`src/hdl/query_param_decoder_core_macros.svh`:
```
// ------------------------------------------------------------------------
// Assertion macros for the query parameter decoder
// Shared wrappers so every asserting module reports in the same way.
// ------------------------------------------------------------------------
`ifndef QUERY_PARAM_DECODER_CORE_MACROS_SVH
`define QUERY_PARAM_DECODER_CORE_MACROS_SVH

// Check a property on every clock edge outside reset
`define QPD_ASSERT(label, clk, rst, prop, msg) \
   label: assert property (@(posedge clk) disable iff (rst) prop) else $error(msg);

// Check a property on every clock edge, reset included
`define QPD_ASSERT_ALWAYS(label, clk, prop, msg) \
   label: assert property (@(posedge clk) prop) else $error(msg);

`endif

```
`src/hdl/qpd_pkg.sv`:
```
// ------------------------------------------------------------------------
// qpd_pkg
// Types, character codes and helper functions of the query decoder.
// ------------------------------------------------------------------------
package qpd_pkg;

   // Characters with a meaning of their own in a query string
   localparam logic [7:0] CharPercent = 8'h25;
   localparam logic [7:0] CharPlus    = 8'h2B;
   localparam logic [7:0] CharEquals  = 8'h3D;
   localparam logic [7:0] CharAmp     = 8'h26;
   localparam logic [7:0] CharUnder   = 8'h5F;
   localparam logic [7:0] CharSpace   = 8'h20;

   // Radix of a percent escape and the width of one digit
   localparam int HexRadix = 16;
   localparam int HexBits  = $clog2(HexRadix);

   typedef enum logic [1:0] {
      KIND_KEY    = 2'd0,
      KIND_VALUE  = 2'd1,
      KIND_COMMIT = 2'd2,
      KIND_DROP   = 2'd3
   } kind_type;

   typedef struct packed {
      logic [7:0] data;
      kind_type   kind;
      logic       last;
   } result_type;

   // Results of one item: zero, one or two, in delivery order
   typedef struct packed {
      logic [1:0] count;
      result_type first;
      result_type second;
   } push_type;

   function automatic logic hex_valid(input logic [7:0] c);
      hex_valid = (c inside {[8'h30:8'h39], [8'h41:8'h46], [8'h61:8'h66]});
   endfunction

   function automatic logic [HexBits-1:0] hex_value(input logic [7:0] c);
      logic [7:0] v;
      v = 8'h00;
      if (c inside {[8'h30:8'h39]}) begin
         v = c - 8'h30;
      end else if (c inside {[8'h41:8'h46]}) begin
         v = c - 8'h37;
      end else if (c inside {[8'h61:8'h66]}) begin
         v = c - 8'h57;
      end
      hex_value = v[HexBits-1:0];
   endfunction

   // Upper-case letters, keep digits, turn everything else into '_'
   function automatic logic [7:0] key_char(input logic [7:0] c);
      logic [7:0] k;
      k = c;
      if (c inside {[8'h61:8'h7A]}) begin
         k = c - 8'h20;
      end
      if (!(k inside {[8'h41:8'h5A], [8'h30:8'h39]})) begin
         k = CharUnder;
      end
      key_char = k;
   endfunction

endpackage

```
`src/hdl/qpd_req_if.sv`:
```
// ------------------------------------------------------------------------
// qpd_req_if
// Input channel: one query byte per item with its end-of-query flag.
// ------------------------------------------------------------------------
interface qpd_req_if;
   logic       valid;
   logic       ready;
   logic [7:0] in_byte;
   logic       end_of_query;

   modport source (output valid, output in_byte, output end_of_query, input ready);
   modport sink   (input valid, input in_byte, input end_of_query, output ready);
endinterface

```
`src/hdl/qpd_rsp_if.sv`:
```
// ------------------------------------------------------------------------
// qpd_rsp_if
// Result channel: key bytes, value bytes and pair markers.
// ------------------------------------------------------------------------
interface qpd_rsp_if;
   logic       valid;
   logic       ready;
   logic [7:0] out_byte;
   logic [1:0] out_kind;
   logic       last;

   modport source (output valid, output out_byte, output out_kind, output last,
                   input ready);
   modport sink   (input valid, input out_byte, input out_kind, input last,
                   output ready);
endinterface

```
`src/hdl/qpd_step.sv`:
```
// ------------------------------------------------------------------------
// qpd_step
// Parser state and the per-byte decode that yields up to two results.
// ------------------------------------------------------------------------
module qpd_step (
   input  logic              clock,
   input  logic              reset,
   input  logic              accept_i,
   input  logic [7:0]        in_byte_i,
   input  logic              end_of_query_i,
   output qpd_pkg::push_type push_o
);
   import qpd_pkg::*;

   typedef enum logic [1:0] {
      PH_KEY   = 2'd0,
      PH_VALUE = 2'd1,
      PH_ESC1  = 2'd2,
      PH_ESC2  = 2'd3
   } phase_type;

   phase_type          phase_ff, phase_in;
   logic               hex_ok_ff, hex_ok_in;
   logic [HexBits-1:0] hex_hi_ff, hex_hi_in;
   logic               trunc_ff, trunc_in;

   logic               emit_req;
   logic [7:0]         emit_byte;
   logic               data_push;
   logic [7:0]         data_byte;
   kind_type           data_kind;
   logic               mark_push;
   kind_type           mark_kind;
   result_type         data_res, mark_res;

   // Decode one byte against the current phase
   always_comb begin
      phase_in  = phase_ff;
      hex_ok_in = hex_ok_ff;
      hex_hi_in = hex_hi_ff;
      trunc_in  = trunc_ff;
      emit_req  = 1'b0;
      emit_byte = 8'h00;
      data_push = 1'b0;
      data_byte = 8'h00;
      data_kind = KIND_KEY;
      mark_push = 1'b0;
      mark_kind = KIND_COMMIT;

      case (phase_ff)
         PH_KEY: begin
            if (in_byte_i == CharEquals || in_byte_i == CharAmp) begin
               phase_in  = PH_VALUE;
               hex_ok_in = 1'b0;
               hex_hi_in = '0;
               trunc_in  = 1'b0;
               mark_push = end_of_query_i;
               mark_kind = KIND_COMMIT;
            end else begin
               data_push = 1'b1;
               data_byte = key_char(in_byte_i);
               data_kind = KIND_KEY;
               mark_push = end_of_query_i;
               mark_kind = KIND_DROP;
            end
         end
         PH_VALUE: begin
            if (in_byte_i == CharAmp) begin
               mark_push = 1'b1;
               phase_in  = PH_KEY;
               hex_ok_in = 1'b0;
               hex_hi_in = '0;
               trunc_in  = 1'b0;
            end else begin
               if (in_byte_i == CharPercent) begin
                  phase_in  = PH_ESC1;
                  hex_ok_in = 1'b0;
                  hex_hi_in = '0;
                  emit_req  = end_of_query_i;
                  emit_byte = 8'h00;
               end else begin
                  emit_req  = 1'b1;
                  emit_byte = (in_byte_i == CharPlus) ? CharSpace : in_byte_i;
               end
               mark_push = end_of_query_i;
            end
         end
         PH_ESC1: begin
            hex_ok_in = hex_valid(in_byte_i);
            hex_hi_in = hex_value(in_byte_i);
            phase_in  = PH_ESC2;
            emit_req  = end_of_query_i;
            emit_byte = {{(8-HexBits){1'b0}}, hex_value(in_byte_i)};
            mark_push = end_of_query_i;
         end
         PH_ESC2: begin
            if (!hex_ok_ff) begin
               emit_byte = 8'h00;
            end else if (hex_valid(in_byte_i)) begin
               emit_byte = {hex_hi_ff, hex_value(in_byte_i)};
            end else begin
               emit_byte = {{(8-HexBits){1'b0}}, hex_hi_ff};
            end
            emit_req  = 1'b1;
            phase_in  = PH_VALUE;
            hex_ok_in = 1'b0;
            hex_hi_in = '0;
            mark_push = end_of_query_i;
         end
         default: begin
            phase_in = PH_KEY;
         end
      endcase

      // Drop value bytes once a zero byte has truncated the value
      if (emit_req && !trunc_ff) begin
         if (emit_byte == 8'h00) begin
            trunc_in = 1'b1;
         end else begin
            data_push = 1'b1;
            data_byte = emit_byte;
            data_kind = KIND_VALUE;
         end
      end

      // Return to the reset state after the final byte
      if (end_of_query_i) begin
         phase_in  = PH_KEY;
         hex_ok_in = 1'b0;
         hex_hi_in = '0;
         trunc_in  = 1'b0;
      end
   end

   // Pack results in order; flag the final one
   always_comb begin
      data_res = '{data: data_byte, kind: data_kind, last: !mark_push};
      mark_res = '{data: 8'h00, kind: mark_kind, last: 1'b1};
      push_o   = '0;
      if (data_push) begin
         push_o.first  = data_res;
         push_o.second = mark_res;
         push_o.count  = mark_push ? 2'd2 : 2'd1;
      end else begin
         push_o.first  = mark_res;
         push_o.second = mark_res;
         push_o.count  = mark_push ? 2'd1 : 2'd0;
      end
   end

   // Hold parser state; advance on each accepted item
   always_ff @(posedge clock) begin
      if (reset) begin
         phase_ff  <= PH_KEY;
         hex_ok_ff <= 1'b0;
         hex_hi_ff <= '0;
         trunc_ff  <= 1'b0;
      end else if (accept_i) begin
         phase_ff  <= phase_in;
         hex_ok_ff <= hex_ok_in;
         hex_hi_ff <= hex_hi_in;
         trunc_ff  <= trunc_in;
      end
   end

endmodule

```
`src/hdl/qpd_outq.sv`:
```
// ------------------------------------------------------------------------
// qpd_outq
// Two-slot result buffer that hands results out one per cycle while they are taken.
// ------------------------------------------------------------------------
`include "query_param_decoder_core_macros.svh"

module qpd_outq (
   input  logic                clock,
   input  logic                reset,
   input  logic                push_i,
   input  qpd_pkg::push_type   push_data_i,
   output logic                ready_o,
   output logic                valid_o,
   input  logic                take_i,
   output qpd_pkg::result_type head_o
);
   import qpd_pkg::*;

   logic [1:0] cnt_ff, cnt_in;
   result_type slot0_ff, slot0_in;
   result_type slot1_ff, slot1_in;
   logic       pop;

   // Take a new item only when the buffer drains this cycle
   assign pop     = (cnt_ff != 2'd0) && take_i;
   assign ready_o = (cnt_ff == 2'd0) || ((cnt_ff == 2'd1) && take_i);
   assign valid_o = (cnt_ff != 2'd0);
   assign head_o  = slot0_ff;

   // Load fresh results, or shift the second slot forward
   always_comb begin
      cnt_in   = cnt_ff;
      slot0_in = slot0_ff;
      slot1_in = slot1_ff;
      if (push_i) begin
         cnt_in   = push_data_i.count;
         slot0_in = push_data_i.first;
         slot1_in = push_data_i.second;
      end else if (pop) begin
         cnt_in   = cnt_ff - 2'd1;
         slot0_in = slot1_ff;
      end
   end

   always_ff @(posedge clock) begin
      if (reset) begin
         cnt_ff <= 2'd0;
      end else begin
         cnt_ff <= cnt_in;
      end
      slot0_ff <= slot0_in;
      slot1_ff <= slot1_in;
   end

   `QPD_ASSERT(a_cnt_range, clock, reset, cnt_ff != 2'd3, "result count out of range")
   `QPD_ASSERT(a_push_empty, clock, reset, push_i |-> (cnt_ff == 2'd0 || pop), "push into occupied buffer")
   `QPD_ASSERT(a_last_second, clock, reset, (cnt_ff == 2'd2) |-> (!slot0_ff.last && slot1_ff.last), "pair of results without last on the second")
   `QPD_ASSERT_ALWAYS(a_reset_empty, clock, $past(reset) |-> (cnt_ff == 2'd0), "buffer not empty after reset")

endmodule

```
`src/hdl/query_param_decoder_core.sv`:
```
// Latency: a result is offered on the cycle after its input item is accepted.
// Throughput: one item per cycle while each yields at most one result and
// the result channel is ready; an item yielding two results holds the input
// until the single-result port takes the second from the two-slot buffer.
// Reset: synchronous, active high; returns the parser to the key phase and
// empties the result buffer.
// ------------------------------------------------------------------------
// query_param_decoder_core
// Splits a query string into normalised keys and percent-decoded values.
// ------------------------------------------------------------------------
module query_param_decoder_core (
   input logic       clock,
   input logic       reset,
   qpd_req_if.sink   req_port,
   qpd_rsp_if.source rsp_port
);
   import qpd_pkg::*;

   logic       accept;
   logic       buf_ready;
   push_type   step_push;
   result_type head;

   // Accept an item whenever the buffer can take its results
   assign req_port.ready = buf_ready;
   assign accept         = req_port.valid && buf_ready;

   qpd_step u_step (
      .clock          (clock),
      .reset          (reset),
      .accept_i       (accept),
      .in_byte_i      (req_port.in_byte),
      .end_of_query_i (req_port.end_of_query),
      .push_o         (step_push)
   );

   qpd_outq u_outq (
      .clock       (clock),
      .reset       (reset),
      .push_i      (accept),
      .push_data_i (step_push),
      .ready_o     (buf_ready),
      .valid_o     (rsp_port.valid),
      .take_i      (rsp_port.ready),
      .head_o      (head)
   );

   // Drive the result channel from the buffer head
   assign rsp_port.out_byte = head.data;
   assign rsp_port.out_kind = head.kind;
   assign rsp_port.last     = head.last;

endmodule
```
`src/flat_wrapper.sv`:
```
// flat-port wrapper written by rule: the top's interface ports become plain ports
module query_param_decoder_core_flat import qpd_pkg::*;
  (clock, reset, req_port_valid, req_port_in_byte, req_port_end_of_query, req_port_ready, rsp_port_valid, rsp_port_out_byte, rsp_port_out_kind, rsp_port_last, rsp_port_ready);
  qpd_req_if req_port_i ();
  qpd_rsp_if rsp_port_i ();
  input logic clock;
  input logic reset;
  input wire logic [$bits(req_port_i.valid)-1:0] req_port_valid;
  input wire logic [$bits(req_port_i.in_byte)-1:0] req_port_in_byte;
  input wire logic [$bits(req_port_i.end_of_query)-1:0] req_port_end_of_query;
  output wire logic [$bits(req_port_i.ready)-1:0] req_port_ready;
  output wire logic [$bits(rsp_port_i.valid)-1:0] rsp_port_valid;
  output wire logic [$bits(rsp_port_i.out_byte)-1:0] rsp_port_out_byte;
  output wire logic [$bits(rsp_port_i.out_kind)-1:0] rsp_port_out_kind;
  output wire logic [$bits(rsp_port_i.last)-1:0] rsp_port_last;
  input wire logic [$bits(rsp_port_i.ready)-1:0] rsp_port_ready;
  assign req_port_i.valid = req_port_valid;
  assign req_port_i.in_byte = req_port_in_byte;
  assign req_port_i.end_of_query = req_port_end_of_query;
  assign req_port_ready = req_port_i.ready;
  assign rsp_port_valid = rsp_port_i.valid;
  assign rsp_port_out_byte = rsp_port_i.out_byte;
  assign rsp_port_out_kind = rsp_port_i.out_kind;
  assign rsp_port_last = rsp_port_i.last;
  assign rsp_port_i.ready = rsp_port_ready;
  query_param_decoder_core u_core (.clock(clock), .reset(reset), .req_port(req_port_i), .rsp_port(rsp_port_i));
endmodule
```
`config.mk`:
```
export PLATFORM = sky130hd
export DESIGN_NAME = query_param_decoder_core_flat
export DESIGN_NICKNAME = d
export VERILOG_FILES = /design/src/hdl/qpd_pkg.sv /design/src/hdl/qpd_req_if.sv /design/src/hdl/qpd_rsp_if.sv /design/src/hdl/qpd_step.sv /design/src/hdl/qpd_outq.sv /design/src/hdl/query_param_decoder_core.sv /design/src/flat_wrapper.sv
export VERILOG_INCLUDE_DIRS = /design/src /design/src/hdl
export SDC_FILE = /design/constraint.sdc
export NUM_CORES = 1
export LEC_CHECK = 0
export BUFFER_PORTS_ARGS = -buffer_cell sky130_fd_sc_hd__buf_2
export CAP_MARGIN = 5
export CORE_MARGIN = 2
export CORE_UTILIZATION = 40
export CTS_BUF_LIST = sky130_fd_sc_hd__clkbuf_4 sky130_fd_sc_hd__clkbuf_8
export CTS_CLUSTER_DIAMETER = 120
export CTS_CLUSTER_SIZE = 24
export DETAILED_ROUTE_END_ITERATION = 10
export GPL_ROUTABILITY_DRIVEN = 0
export GPL_TIMING_DRIVEN = 0
export PLACE_DENSITY = 0.66
export SETUP_SLACK_MARGIN = 0.5
export SLEW_MARGIN = 10
export SYNTH_ARGS = -nofsm -noshare
export SYNTH_HDL_FRONTEND = slang
export SYNTH_SLANG_ARGS = --single-unit
export TNS_END_PERCENT = 5
```
`constraint.sdc`:
```
create_clock -name clock -period 3.55 [get_ports clock]
set_input_delay 0.5325 -clock clock [delete_from_list [all_inputs] [get_ports clock]]
set_output_delay 0.5325 -clock clock [all_outputs]
set_load 0.01 [all_outputs]
```
# Word-level counts from Yosys, hierarchy flattened
# Index checks and enable logic that the tools add are counted.
[word_totals] word_cells=118 inputBits=13 ff_bits=32
[classes] add_sub_neg=5 n_reduce_logical=23 n_eq_ne=10 n_lt_le_gt_ge=11 mux=58
[op_table] op="two-way mux 8 bit" n=13
[op_table] op="equality test 8 x 6 -> 1 bit (second input constant)" n=4
[op_table] op="<= comparator 8 x 7 -> 1 bit (second input constant)" n=4
[op_table] op="two-way mux 4 bit" n=7
[op_table] op="greater-or-equal comparator 8 x 7 -> 1 bit (second input constant)" n=3
[op_table] op="two-way mux 24 bit" n=1
[op_table] op="one-hot mux 8 bit (3 select lines)" n=1
[op_table] op="two-way mux 11 bit" n=2
[op_table] op="two-way mux 1 bit" n=21
[op_table] op="greater-or-equal comparator 8 x 6 -> 1 bit (second input constant)" n=2
[op_table] op="<= comparator 8 x 6 -> 1 bit (second input constant)" n=2
[op_table] op="one-hot mux 4 bit (4 select lines)" n=1
[op_table] op="two-way mux 2 bit" n=7
[op_table] op="logical AND 1 bit" n=10
[op_table] op="logical NOT 8 bit" n=1
[op_table] op="one-hot mux 2 bit (4 select lines)" n=1
[op_table] op="subtractor 4 x 3 -> 4 bit (second input constant)" n=2
[op_table] op="subtractor 8 x 6 -> 8 bit (second input constant)" n=1
[op_table] op="nonzero test 2 bit" n=3
[op_table] op="equality test 2 x 1 -> 1 bit (second input constant)" n=2
[op_table] op="equality test 2 bit (second input constant)" n=2
[op_table] op="logical NOT 2 bit" n=2
[op_table] op="inequality test 4 bit (second input constant)" n=1
[op_table] op="one-hot mux 1 bit (2 select lines)" n=2
[op_table] op="other kinds (10)" n=12

# Depth between registers and ports, before layout
# Gate-level depths: netlist (run 1).
[logic_depth] word_depth=15 depth_mapped=15 depth_no_buf=13

# By module
# A second synthesis (run 1) with hierarchy kept.
[hier_totals] hier_cells=252 hier_area_um2=2422.3
[by_module_without_submodules] mod="qpd_step" area_each_um2=1472.7 instances=1 cells_per_inst=198
[by_module_without_submodules] mod="qpd_outq" area_each_um2=943.4 instances=1 cells_per_inst=53
[by_module_without_submodules] mod="query_param_decoder_core" area_each_um2=6.3 instances=1 cells_per_inst=1

# Worst setup path after synthesis (run 1)
# Ideal clock, no wire load.
[synth_timing] path_kind="in2reg" startpoint="input port req_port_in_byte[1]" endpoint="register u_core.u_outq.cnt_ff[0]" setup_time_ns=0.086 setup_slack_ns=0.077 cell_stages=15 arrival_time_ns=3.387 path_cell_list="clkbuf_1 -> inv_1 -> ha_1 -> or4b_1 -> o2111a_2 -> a21oi_4 -> nand2_2 -> and3_1 -> a311oi_2 -> a31oi_1 -> buf_6 -> or2_1 -> ha_1 -> o21ai_0 -> a211oi_1"
[synth_between] elab_chain_len=13 elab_cells_between_ends=42
[synth_rtl] element="from (decl)" line_no="flat_wrapper.sv:9" text="input wire logic [$bits(req_port_i.in_byte)-1:0] req_port_in_byte;"
[synth_rtl] element="greater-or-equal comparator 8 x 7 -> 1 bit or <= comparator 8 x 7 -> 1 bit (tied branches)" line_no="qpd_pkg.sv:40, qpd_pkg.sv:50"
[synth_rtl] element="logical AND 1 bit" line_no="qpd_pkg.sv:40, qpd_pkg.sv:50"
[synth_rtl] element="two-way mux 4 bit" line_no="qpd_pkg.sv:50" text="end else if (c inside {[8'h61:8'h66]}) begin"
[synth_rtl] element="two-way mux 4 bit" line_no="qpd_pkg.sv:48" text="end else if (c inside {[8'h41:8'h46]}) begin"
[synth_rtl] element="two-way mux 4 bit" line_no="qpd_pkg.sv:46" text="if (c inside {[8'h30:8'h39]}) begin"
[synth_rtl] element="two-way mux 8 bit" line_no="qpd_step.sv:99" text="end else if (hex_valid(in_byte_i)) begin"
[synth_rtl] element="two-way mux 8 bit" line_no="qpd_step.sv:97" text="if (!hex_ok_ff) begin"
[synth_rtl] element="one-hot mux 8 bit (3 select lines)" line_no="qpd_step.sv:50" text="case (phase_ff)"
[synth_rtl] element="logical NOT 8 bit" line_no="qpd_step.sv:117" text="if (emit_byte == 8'h00) begin"
[synth_rtl] element="two-way mux 1 bit" line_no="qpd_step.sv:117"
[synth_rtl] element="two-way mux 1 bit" line_no="qpd_step.sv:116" text="if (emit_req && !trunc_ff) begin"
[synth_rtl] element="two-way mux 24 bit (*)" line_no="qpd_step.sv:140" text="if (data_push) begin"
[synth_rtl] element="two-way mux 2 bit (*)" line_no="qpd_outq.sv:35" text="if (push_i) begin"
[synth_rtl] element="to (signal assigned)" line_no="qpd_outq.sv:49" text="cnt_ff <= cnt_in;"
[synth_rtl] element="to (decl)" line_no="qpd_outq.sv:19" text="logic [1:0] cnt_ff, cnt_in;"
# Every way passes the cells marked *; elsewhere a longest branch is shown, timed or not.
# A chain may end at the register's enable or synchronous reset.

# Final worst setup path (run 1)
[layout_timing] startpoint="input port req_port_in_byte[0]" endpoint="register u_core.u_outq.cnt_ff[0]"
# Same word-level chain as after synthesis.

==> results.md, run 1 <==
* Detail Placement HPWL at 3597 um
* Main synth FF type: edfxtp_1
* Hold Crit Start: u_core.u_outq.cnt_ff[1]
* CTS Buf Count at 3
* First-pass GRT wire length at 8266 um
* Pwr dens at 313.0 nW/um^2
* Top-Level Pins at 26
* R2R depth at 14
* Compound-cell area share of the yosys netlist at 0.2632
* H-tree depth at 1
* Post-route ant nets at 0
* Crit-path max FO at 3
* Setup_tns at 0 ns
* Bufs on Longest Clock Path at 2
* Total track usage at 0.1929
* Hold Path End: u_core.u_outq.cnt_ff[1]
* Netlist cell types at 61
* Pleak at 0.9626 nW
* Worst flop-to-flop path startpoint: u_core.u_step.phase_ff[1]
* Syn Area/Cell at 8.514 um^2
* Port buffer count at 24
* Fraction of layout cells with a size suffix above 1 at 0.3272
* Worst setup margin at 0.4383 ns
* Core Area at 4661 um^2
* Worst slew pin tran at 0.5755 ns
* CTS tree: built
* Mux share of post-synthesis cell area at 0.02221
* Crit path time final at 3.112 ns
* Vias in the first global route at 1764
* Clk pwr share at 0.294
* Post-synth EDFFs at 12
* Total gr overflow at 0
* Worst-path clk slew at 0.07 ns
* Synth Area in Adders at 0.1045
* Top post-synthesis cells by area: edfxtp_1 19%, dfxtp_1 10%, ha_1 10%
* Drt pass-1 iters at 4
* Antenna violations before repair at 0
* Initial DRC Count at 207
* Yosys top cell area share at 0.1881
* WL per Instance at 15.32 um
* DRC Markers at 0
* Synth warn at 0
* Area growth from synthesis to layout at 30.44%
* Initial core utilization at 0.4110
* Sequential cell area at 560.5 um^2
* Status: finished clean
* Slew Limit Fails at 0
* WHS at 0.5037 ns
* Clock Tree Root: clkbuf_8
* Worst slack at placement at -0.1574 ns
* Async SR Flop Fraction at 0
* HP Class: flip-flop to flip-flop
* RSZ-0062 raised after global routing: true
* Nets at 302
* Total wire length at 4995 um
* Yosys reg bits at 22
* FP Rows at 25
* Sequential-to-total area share from yosys stat at 0.2926
* Net switching power at 0.2277 mW
* Post-synth design cell area at 1916 um^2
* # diodes at 0
* Largest area contributor in the netlist: edfxtp_1
* CTS sink count at 22
* Worst-skew pair later-pin latency at 0.26 ns
* Terminus of the critical flop-to-flop path: u_core.u_outq.cnt_ff[0]
* Setup crit end kind: flip-flop
* Clk_skew at 0.004328 ns
* Critical Path RT at 3.73 ns
* Max Fclk at 321.4 MHz
* Sequential power share at 0.401
* Setup violators final at 0
* Die area at 5358 um^2
* Largest net degree at the start of global routing at 16
* Die H at 73.20 um
* Comb power frac at 0.306
* Worst IR Drop VDD at 0.1674 mV
* Post-Synth Simple-Gate Area at 0.2469
* Reg-to-reg slack, setup at 0.58 ns
* Synth Net Count at 254
* Fin crit share at 0.8765
* Synthesized-area fraction occupied by xor and xnor cells at 0.004572
* Critical Path Start Type: primary input
* Synth Instances at 225
* Hold violation count in the final report at 0
* Max-Cap Viols at 0
* Vias at 1901
* Cell-internal power at 0.5545 mW
* Overall die width at 73.20 um
* Worst path arrival time at 3.30 ns
* Setup CP Type: primary input to flip-flop
* Multi-input gate area at 1354 um^2
* Largest family of logic cells by synthesized area: compound AO/OA/AOI/OAI gates
* Sw Share at 0.2911
* Slew headroom at 0.6138
* Vias per cell at 5.831
* Hold Path Cell Cnt at 2
* Hold_buf cts at 0
* # fillers at 420
==> metal layers <==
| layer | vias to the layer above | track usage | part of all wire | wire length, um |
|---|---|---|---|---|
| li1 | 937 | - | - | - |
| met1 | 907 | 0.2636 | 0.47 | 2341 |
| met2 | 51 | 0.3153 | 0.48 | 2410 |
| met3 | 6 | 0.03177 | 0.040 | 198 |
| met4 | 0 | 0.04938 | 0.0090 | 45 |
| met5 | - | 0 | 0 | 0 |
==> worst max-delay path: stages <==
cell	delay, ns
buf_6	0.11
buf_8	0.12
inv_6	0.05
ha_4	0.14
or4b_1	0.43
o2111a_2	0.17
a21oi_4	0.16
buf_4	0.14
o211ai_1	0.12
nor3_2	0.30
a31oi_4	0.13
buf_6	0.14
or2_4	0.23
ha_4	0.27
a21oi_2	0.05
a211oi_2	0.20
==> cells by family after synthesis <==
kind of cell	after synthesis
simple gates	89
compound gates	66
buf+inv	27
flops	22
fa+ha+maj	16
mux	4
xor+xnor	1
==> what timing repair did <==
action | CTS | global route
pin swaps | 11 | 13
setup endpoints to repair | 10 | 11
resized for setup | 15 | 18
setup buffers | 13 | 6
==> worst max-delay path by stage <==
stage / startpoint / to / slack, ns / cells after the start
6_report: req_port_in_byte[0] / u_core.u_outq.cnt_ff[0] / 0.44 / 16
5_1_grt: req_port_in_byte[5] / u_core.u_outq.cnt_ff[0] / 0.34 / 15
4_1_cts: req_port_in_byte[1] / u_core.u_outq.cnt_ff[0] / 0.28 / 16
3_5_place_dp: req_port_in_byte[1] / u_core.u_outq.cnt_ff[0] / -0.16 / 16
3_3_place_gp: req_port_in_byte[0] / u_core.u_outq.cnt_ff[0] / -0.11 / 15
2_1_floorplan: req_port_in_byte[1] / u_core.u_outq.cnt_ff[0] / 0.36 / 15
==> power groups by stage <==
stage / registers [mW] / clock network (mW) / logic [mW]
2_1_floorplan: 0.335 / 0 / 0.127
3_3_place_gp: 0.319 / 0 / 0.207
3_5_place_dp: 0.320 / 0 / 0.210
4_1_cts: 0.314 / 0.237 / 0.224
5_1_grt: 0.317 / 0.244 / 0.264
6_report: 0.313 / 0.230 / 0.239
==> cell usage after synthesis, types with 3 or more instances <==
| cell | number |
|---|---|
| dfxtp_1 | 10 |
| nand3_1 | 12 |
| a31oi_1 | 6 |
| nor2_1 | 22 |
| ha_1 | 16 |
| a21oi_1 | 8 |
| a22oi_1 | 5 |
| nor3_1 | 3 |
| buf_2 | 5 |
| inv_1 | 14 |
| edfxtp_1 | 12 |
| and4b_1 | 3 |
| nand2b_1 | 3 |
| a22o_1 | 3 |
| and3_1 | 5 |
| o31ai_1 | 4 |
| nand2_1 | 22 |
| o21ai_0 | 11 |
| clkbuf_1 | 4 |
| o211ai_1 | 3 |
==> placed cells by master, fill, tap and decap left out, drive strengths merged, types with 4 or more instances in the layout <==
master and n:
dfxtp 10, inv 14, a31oi 7, ha 16, clkbuf 5, o31ai 4
o21ai 12, nor3 4, a22oi 5, buf 54, nand3 12, edfxtp 12
and3 5, a21oi 9, a211oi 4, nand2 23, nor2 22
==> state kept, by name, summed over array words and instances, names as in the netlist <==
signal                   cells
u_core.u_step.hex_ok_ff      1
u_core.u_outq.slot1_ff       1
u_core.u_step.hex_hi_ff      4
u_core.u_outq.head_o        11
u_core.u_step.trunc_ff       1
u_core.u_outq.cnt_ff         2
u_core.u_step.phase_ff       2
==> final cells by class <==
class,count,area share
Timing Repair Buffer,43,0.1102
Clock buffer,3,0.01652
Multi-Input combinational cell,176,0.5418
Sequential cell,22,0.2243
Clock inverter,1,0.01202
Tap cell,54,0.02704
Inverter,14,0.02704
Buffer,13,0.04106
==> stage by stage <==
stage	power (mW)	instances	util	area, um^2
after floorplan	0.4618	225	-	1962
after global placement	0.5267	303	0.4612	2150
after detailed placement	0.5296	303	0.4612	2150
after CTS	0.7741	320	0.5111	2382
after global routing	0.8248	326	0.5361	2499
final	0.7821	326	0.5361	2499
Power figures use the tool's default switching activity.
==> run 2: changes to the inputs <==
- PLACE_DENSITY: 0.66 -> 0.65
- RECOVER_POWER: default -> 50
- SYNTH_HIERARCHICAL: default -> 1
==> results.md, run 2 <==
* Status: finished clean
* Crit path buf inv count at 2 (-3)
* Cell-internal power at 0.7353 mW (+33%)
* Antenna violations before repair at 0 (unchanged)
* Post-Synth Simple-Gate Area at 0.1787 (-0.06818)
* Largest family of logic cells by synthesized area: compound AO/OA/AOI/OAI gates
* Critical Path RT at 3.75 ns (+0.02 ns)
* Post-route ant nets at 0 (unchanged)
* Synth Area in Adders at 0.07748 (-0.02703)
* Terminus of the critical flop-to-flop path: u_core/u_outq/head_o[7]
* Largest area contributor in the netlist: edfxtp_1
* Fraction of layout cells with a size suffix above 1 at 0.3017 (-0.02551)
* DRC Markers at 0 (unchanged)
* HP Class: primary input to flip-flop
* CP startpoint: req_port_in_byte[6]
* Sequential power share at 0.463 (+0.062)
* Crit path time final at 3.003 ns (-0.1091 ns)
* CTS Buf Count at 5 (+2)
* Synth top cells by count: 22 x edfxtp_1, 20 x nand2_1, 19 x nor2_1
* Hold violation count in the final report at 0 (unchanged)
* Top-count cell post-synth: edfxtp_1
* RSZ-0062 raised after global routing: true
* Worst setup margin at 0.5474 ns (+0.1091 ns)
* Comb power frac at 0.250 (-0.056)
* FP Rows at 28 (+12%)
* First-pass GRT wire length at 8190 um (-0.92%)
* Max-Cap Viols at 0 (unchanged)
* Vias at 1957 (+2.9%)
* Critical Path, Cell by Cell: buf_2 -> clkbuf_1 -> nand4bb_1 -> a21o_2 -> o211ai_4 -> o21ai_0 -> a31oi_1 -> a41oi_2 -> or2_1 -> ha_4 -> nor2_1 -> a211oi_1
* Largest net degree at the start of global routing at 21 (+5)
* Mux share of post-synthesis cell area at 0.05527 (+0.03306)
* Sequential-to-total area share from yosys stat at 0.3554 (+0.06275)
* Worst flop-to-flop path startpoint: u_core/u_outq/cnt_ff[0]
* Setup crit end kind: flip-flop
* Detail Placement HPWL at 3724 um (+3.5%)
* Total chip power at 1.034 mW (+32%)
* CTS sink count at 32 (+45%)
* Commonest non-fill, non-tap cell in the layout: edfxtp_1
* Worst slew pin tran at 1.202 ns (+0.6266 ns)
* Port buffer count at 22 (-8.3%)
* Setup CP Type: primary input to flip-flop
* Reg-to-reg slack, setup at 0.69 ns (+0.11 ns)
* # diodes at 0 (unchanged)
* Initial DRC Count at 145 (-30%)
* Clk_skew at 0.005497 ns (+0.001169 ns)
* Compound-cell area share of the yosys netlist at 0.2190 (-0.04422)
* Vias per cell at 5.289 (-9.3%)
* Net switching power at 0.2986 mW (+31%)
* Initial core utilization at 0.4116 (+0.0005579)
* Worst slack at placement at 0.04653 ns (+0.2040 ns)
* Yosys reg bits at 32 (+45%)
* Overall die width at 81.82 um (+12%)
* Crit-path max FO at 10 (+7)
* Bufs on Longest Clock Path at 2 (unchanged)
* Core Area at 5886 um^2 (+26%)
* Area growth from synthesis to layout at 18.23%
* Total track usage at 0.1602 (-0.03271)
* Main synth FF type: edfxtp_1
* Total wire length at 5164 um (+3.4%)
* R2R depth at 7 (-7)
* Synthesized-area fraction occupied by xor and xnor cells at 0.007231 (+0.002659)
* Netlist cell types at 65 (+6.6%)
* Syn Area/Cell at 9.612 um^2 (+13%)
* # fillers at 576 (+37%)
* Async SR Flop Fraction at 0 (unchanged)
* Max Fclk at 333.0 MHz (+3.6%)
* Top post-synthesis cells by area: edfxtp_1 27%, dfxtp_1 8.3%, ha_1 7.7%
* WL per Instance at 13.96 um (-8.9%)
* Slowest-stage cell, CP: nand4bb_1
* H-tree depth at 2 (+1)
* Most frequent cells in the layout: 22 x edfxtp_1, 20 x nand2_1, 18 x nor2_1, 18 x o21ai_0
* Crit-path max cell delay at 0.44 ns (about the same)
* Fin crit share at 0.8458 (-0.03073)
* Worst path depth at 12 (-4)
* Drt pass-1 iters at 4 (unchanged)
* Clock Tree Root: clkbuf_8
* Die H at 81.82 um (+12%)
* Worst IR Drop VDD at 0.2732 mV (+63%)
* Post-synth design cell area at 2422 um^2 (+26%)
* Delay-heaviest family, CP: compound AO/OA/AOI/OAI gates
* Setup violators final at 0 (unchanged)
* Critical Path Start Type: primary input
* Vias in the first global route at 1772 (+0.45%)
* Slew headroom at 0.1982 (-0.4156)
* End point of the critical path: u_core/u_outq/cnt_ff[0]
* Slew Limit Fails at 0 (unchanged)
* Pleak at 1.050 nW (+9.0%)
* Worst-path clk slew at 0.07 ns (about the same)
* Die area at 6695 um^2 (+25%)
* Sw Share at 0.2888 (-0.002269)
* Synth Instances at 252 (+12%)
* Worst-skew pair later-pin latency at 0.28 ns (+0.02 ns)
* Pwr dens at 361.0 nW/um^2 (+15%)
* Nets at 322 (+6.6%)
* Clk pwr share at 0.288 (-0.006)
* Yosys top cell area share at 0.2727 (+0.08461)
* CTS tree: built
* Final core occ at 0.4866 (-0.04950)
* Post-synth EDFFs at 22 (+10)
* Setup_tns at 0 ns (unchanged)
* Total gr overflow at 0 (unchanged)
* Synth warn at 6 (+6)
* Top-Level Pins at 26 (unchanged)
* Worst path arrival time at 3.20 ns (-0.10 ns)
run 2: changes by cell type after synthesis, moves of 4 or more:
| cell | before | now |
|---|---|---|
| mux2_2 | 2 | 11 |
| a31oi_1 | 6 | 2 |
| buf_4 | 1 | 12 |
| o21ai_0 | 11 | 18 |
| and3_1 | 5 | 1 |
| edfxtp_1 | 12 | 22 |
| buf_6 | 2 | 6 |
run 2: logic make-up (layout without fill, tap and decap cells):
kind of cell,count (synthesis),after routing
compound gates,71,71
xor+xnor,2,2
fa+ha+maj,15,15
buf+inv,40,75
flops,32,32
mux,12,12
other cells,2,10
simple gates,78,78
run 2: power groups by stage:
stage	logic [mW]	clock network, mW	registers, mW
after floorplan	0.168	0	0.501
after global placement	0.258	0	0.485
after detailed placement	0.260	0	0.486
after CTS	0.264	0.304	0.478
after global routing	0.288	0.315	0.484
final	0.258	0.298	0.478
run 2: worst min-delay path by stage:
stage                                 startpoint                 endpoint  slack, ns  cells past startpoint
after floorplan           u_core/u_step/trunc_ff   u_core/u_step/trunc_ff       0.45                      2
after global placement    u_core/u_step/trunc_ff   u_core/u_step/trunc_ff       0.47                      2
after detailed placement  u_core/u_step/trunc_ff   u_core/u_step/trunc_ff       0.48                      2
after CTS                                  reset  u_core/u_outq/cnt_ff[1]       0.43                      2
after global routing                       reset  u_core/u_outq/cnt_ff[0]       0.44                      2
final                                      reset  u_core/u_outq/cnt_ff[1]       0.43                      2
run 2: layer usage:
| metal | GRT usage | vias up | share of wire |
|---|---|---|---|
| met1 | 0.2111 | 925 | 0.46 |
| li1 | - | 974 | - |
| met3 | 0.04286 | 7 | 0.051 |
| met5 | 0 | - | 0 |
| met4 | 0.05167 | 0 | 0.012 |
| met2 | 0.2553 | 51 | 0.48 |
run 2: timing repair:
action | CTS | global route
pin swaps | 2 | 9
gates resized for setup | 8 | 14
setup endpoints to repair | 2 | 4
hold buffers | 0 | 0
setup buffers | 1 | 4
run 2: stage by stage:
stage,instance area (um^2),hold slack [ns],cells
2_1_floorplan,2452,0.4530,260
3_3_place_gp,2656,0.4701,357
3_5_place_dp,2656,0.4810,357
4_1_cts,2801,0.4308,366
5_1_grt,2864,0.4412,370
6_report,2864,0.4330,370
run 2: layout make-up:
cell class,instances,area (um^2),share of cell area
clock buffers,7,90.09,0.03145
well taps,75,93.84,0.03277
flip-flops and latches,32,860.8,0.3006
clock inverters,1,3.754,0.001311
repair buffers,27,133.9,0.04675
multi-input cells,188,1433,0.5002
inverters,15,60.06,0.02097
plain buffers,25,188.9,0.06597
run 2: worst reg2reg max path: cells and delay by family, from the launching register on:
kind                       cells  cell delay [ns]
adders and majority gates      1             0.22
buffers and inverters          3             0.62
DFF                            1             0.34
and+or+nand+nor                3             1.36
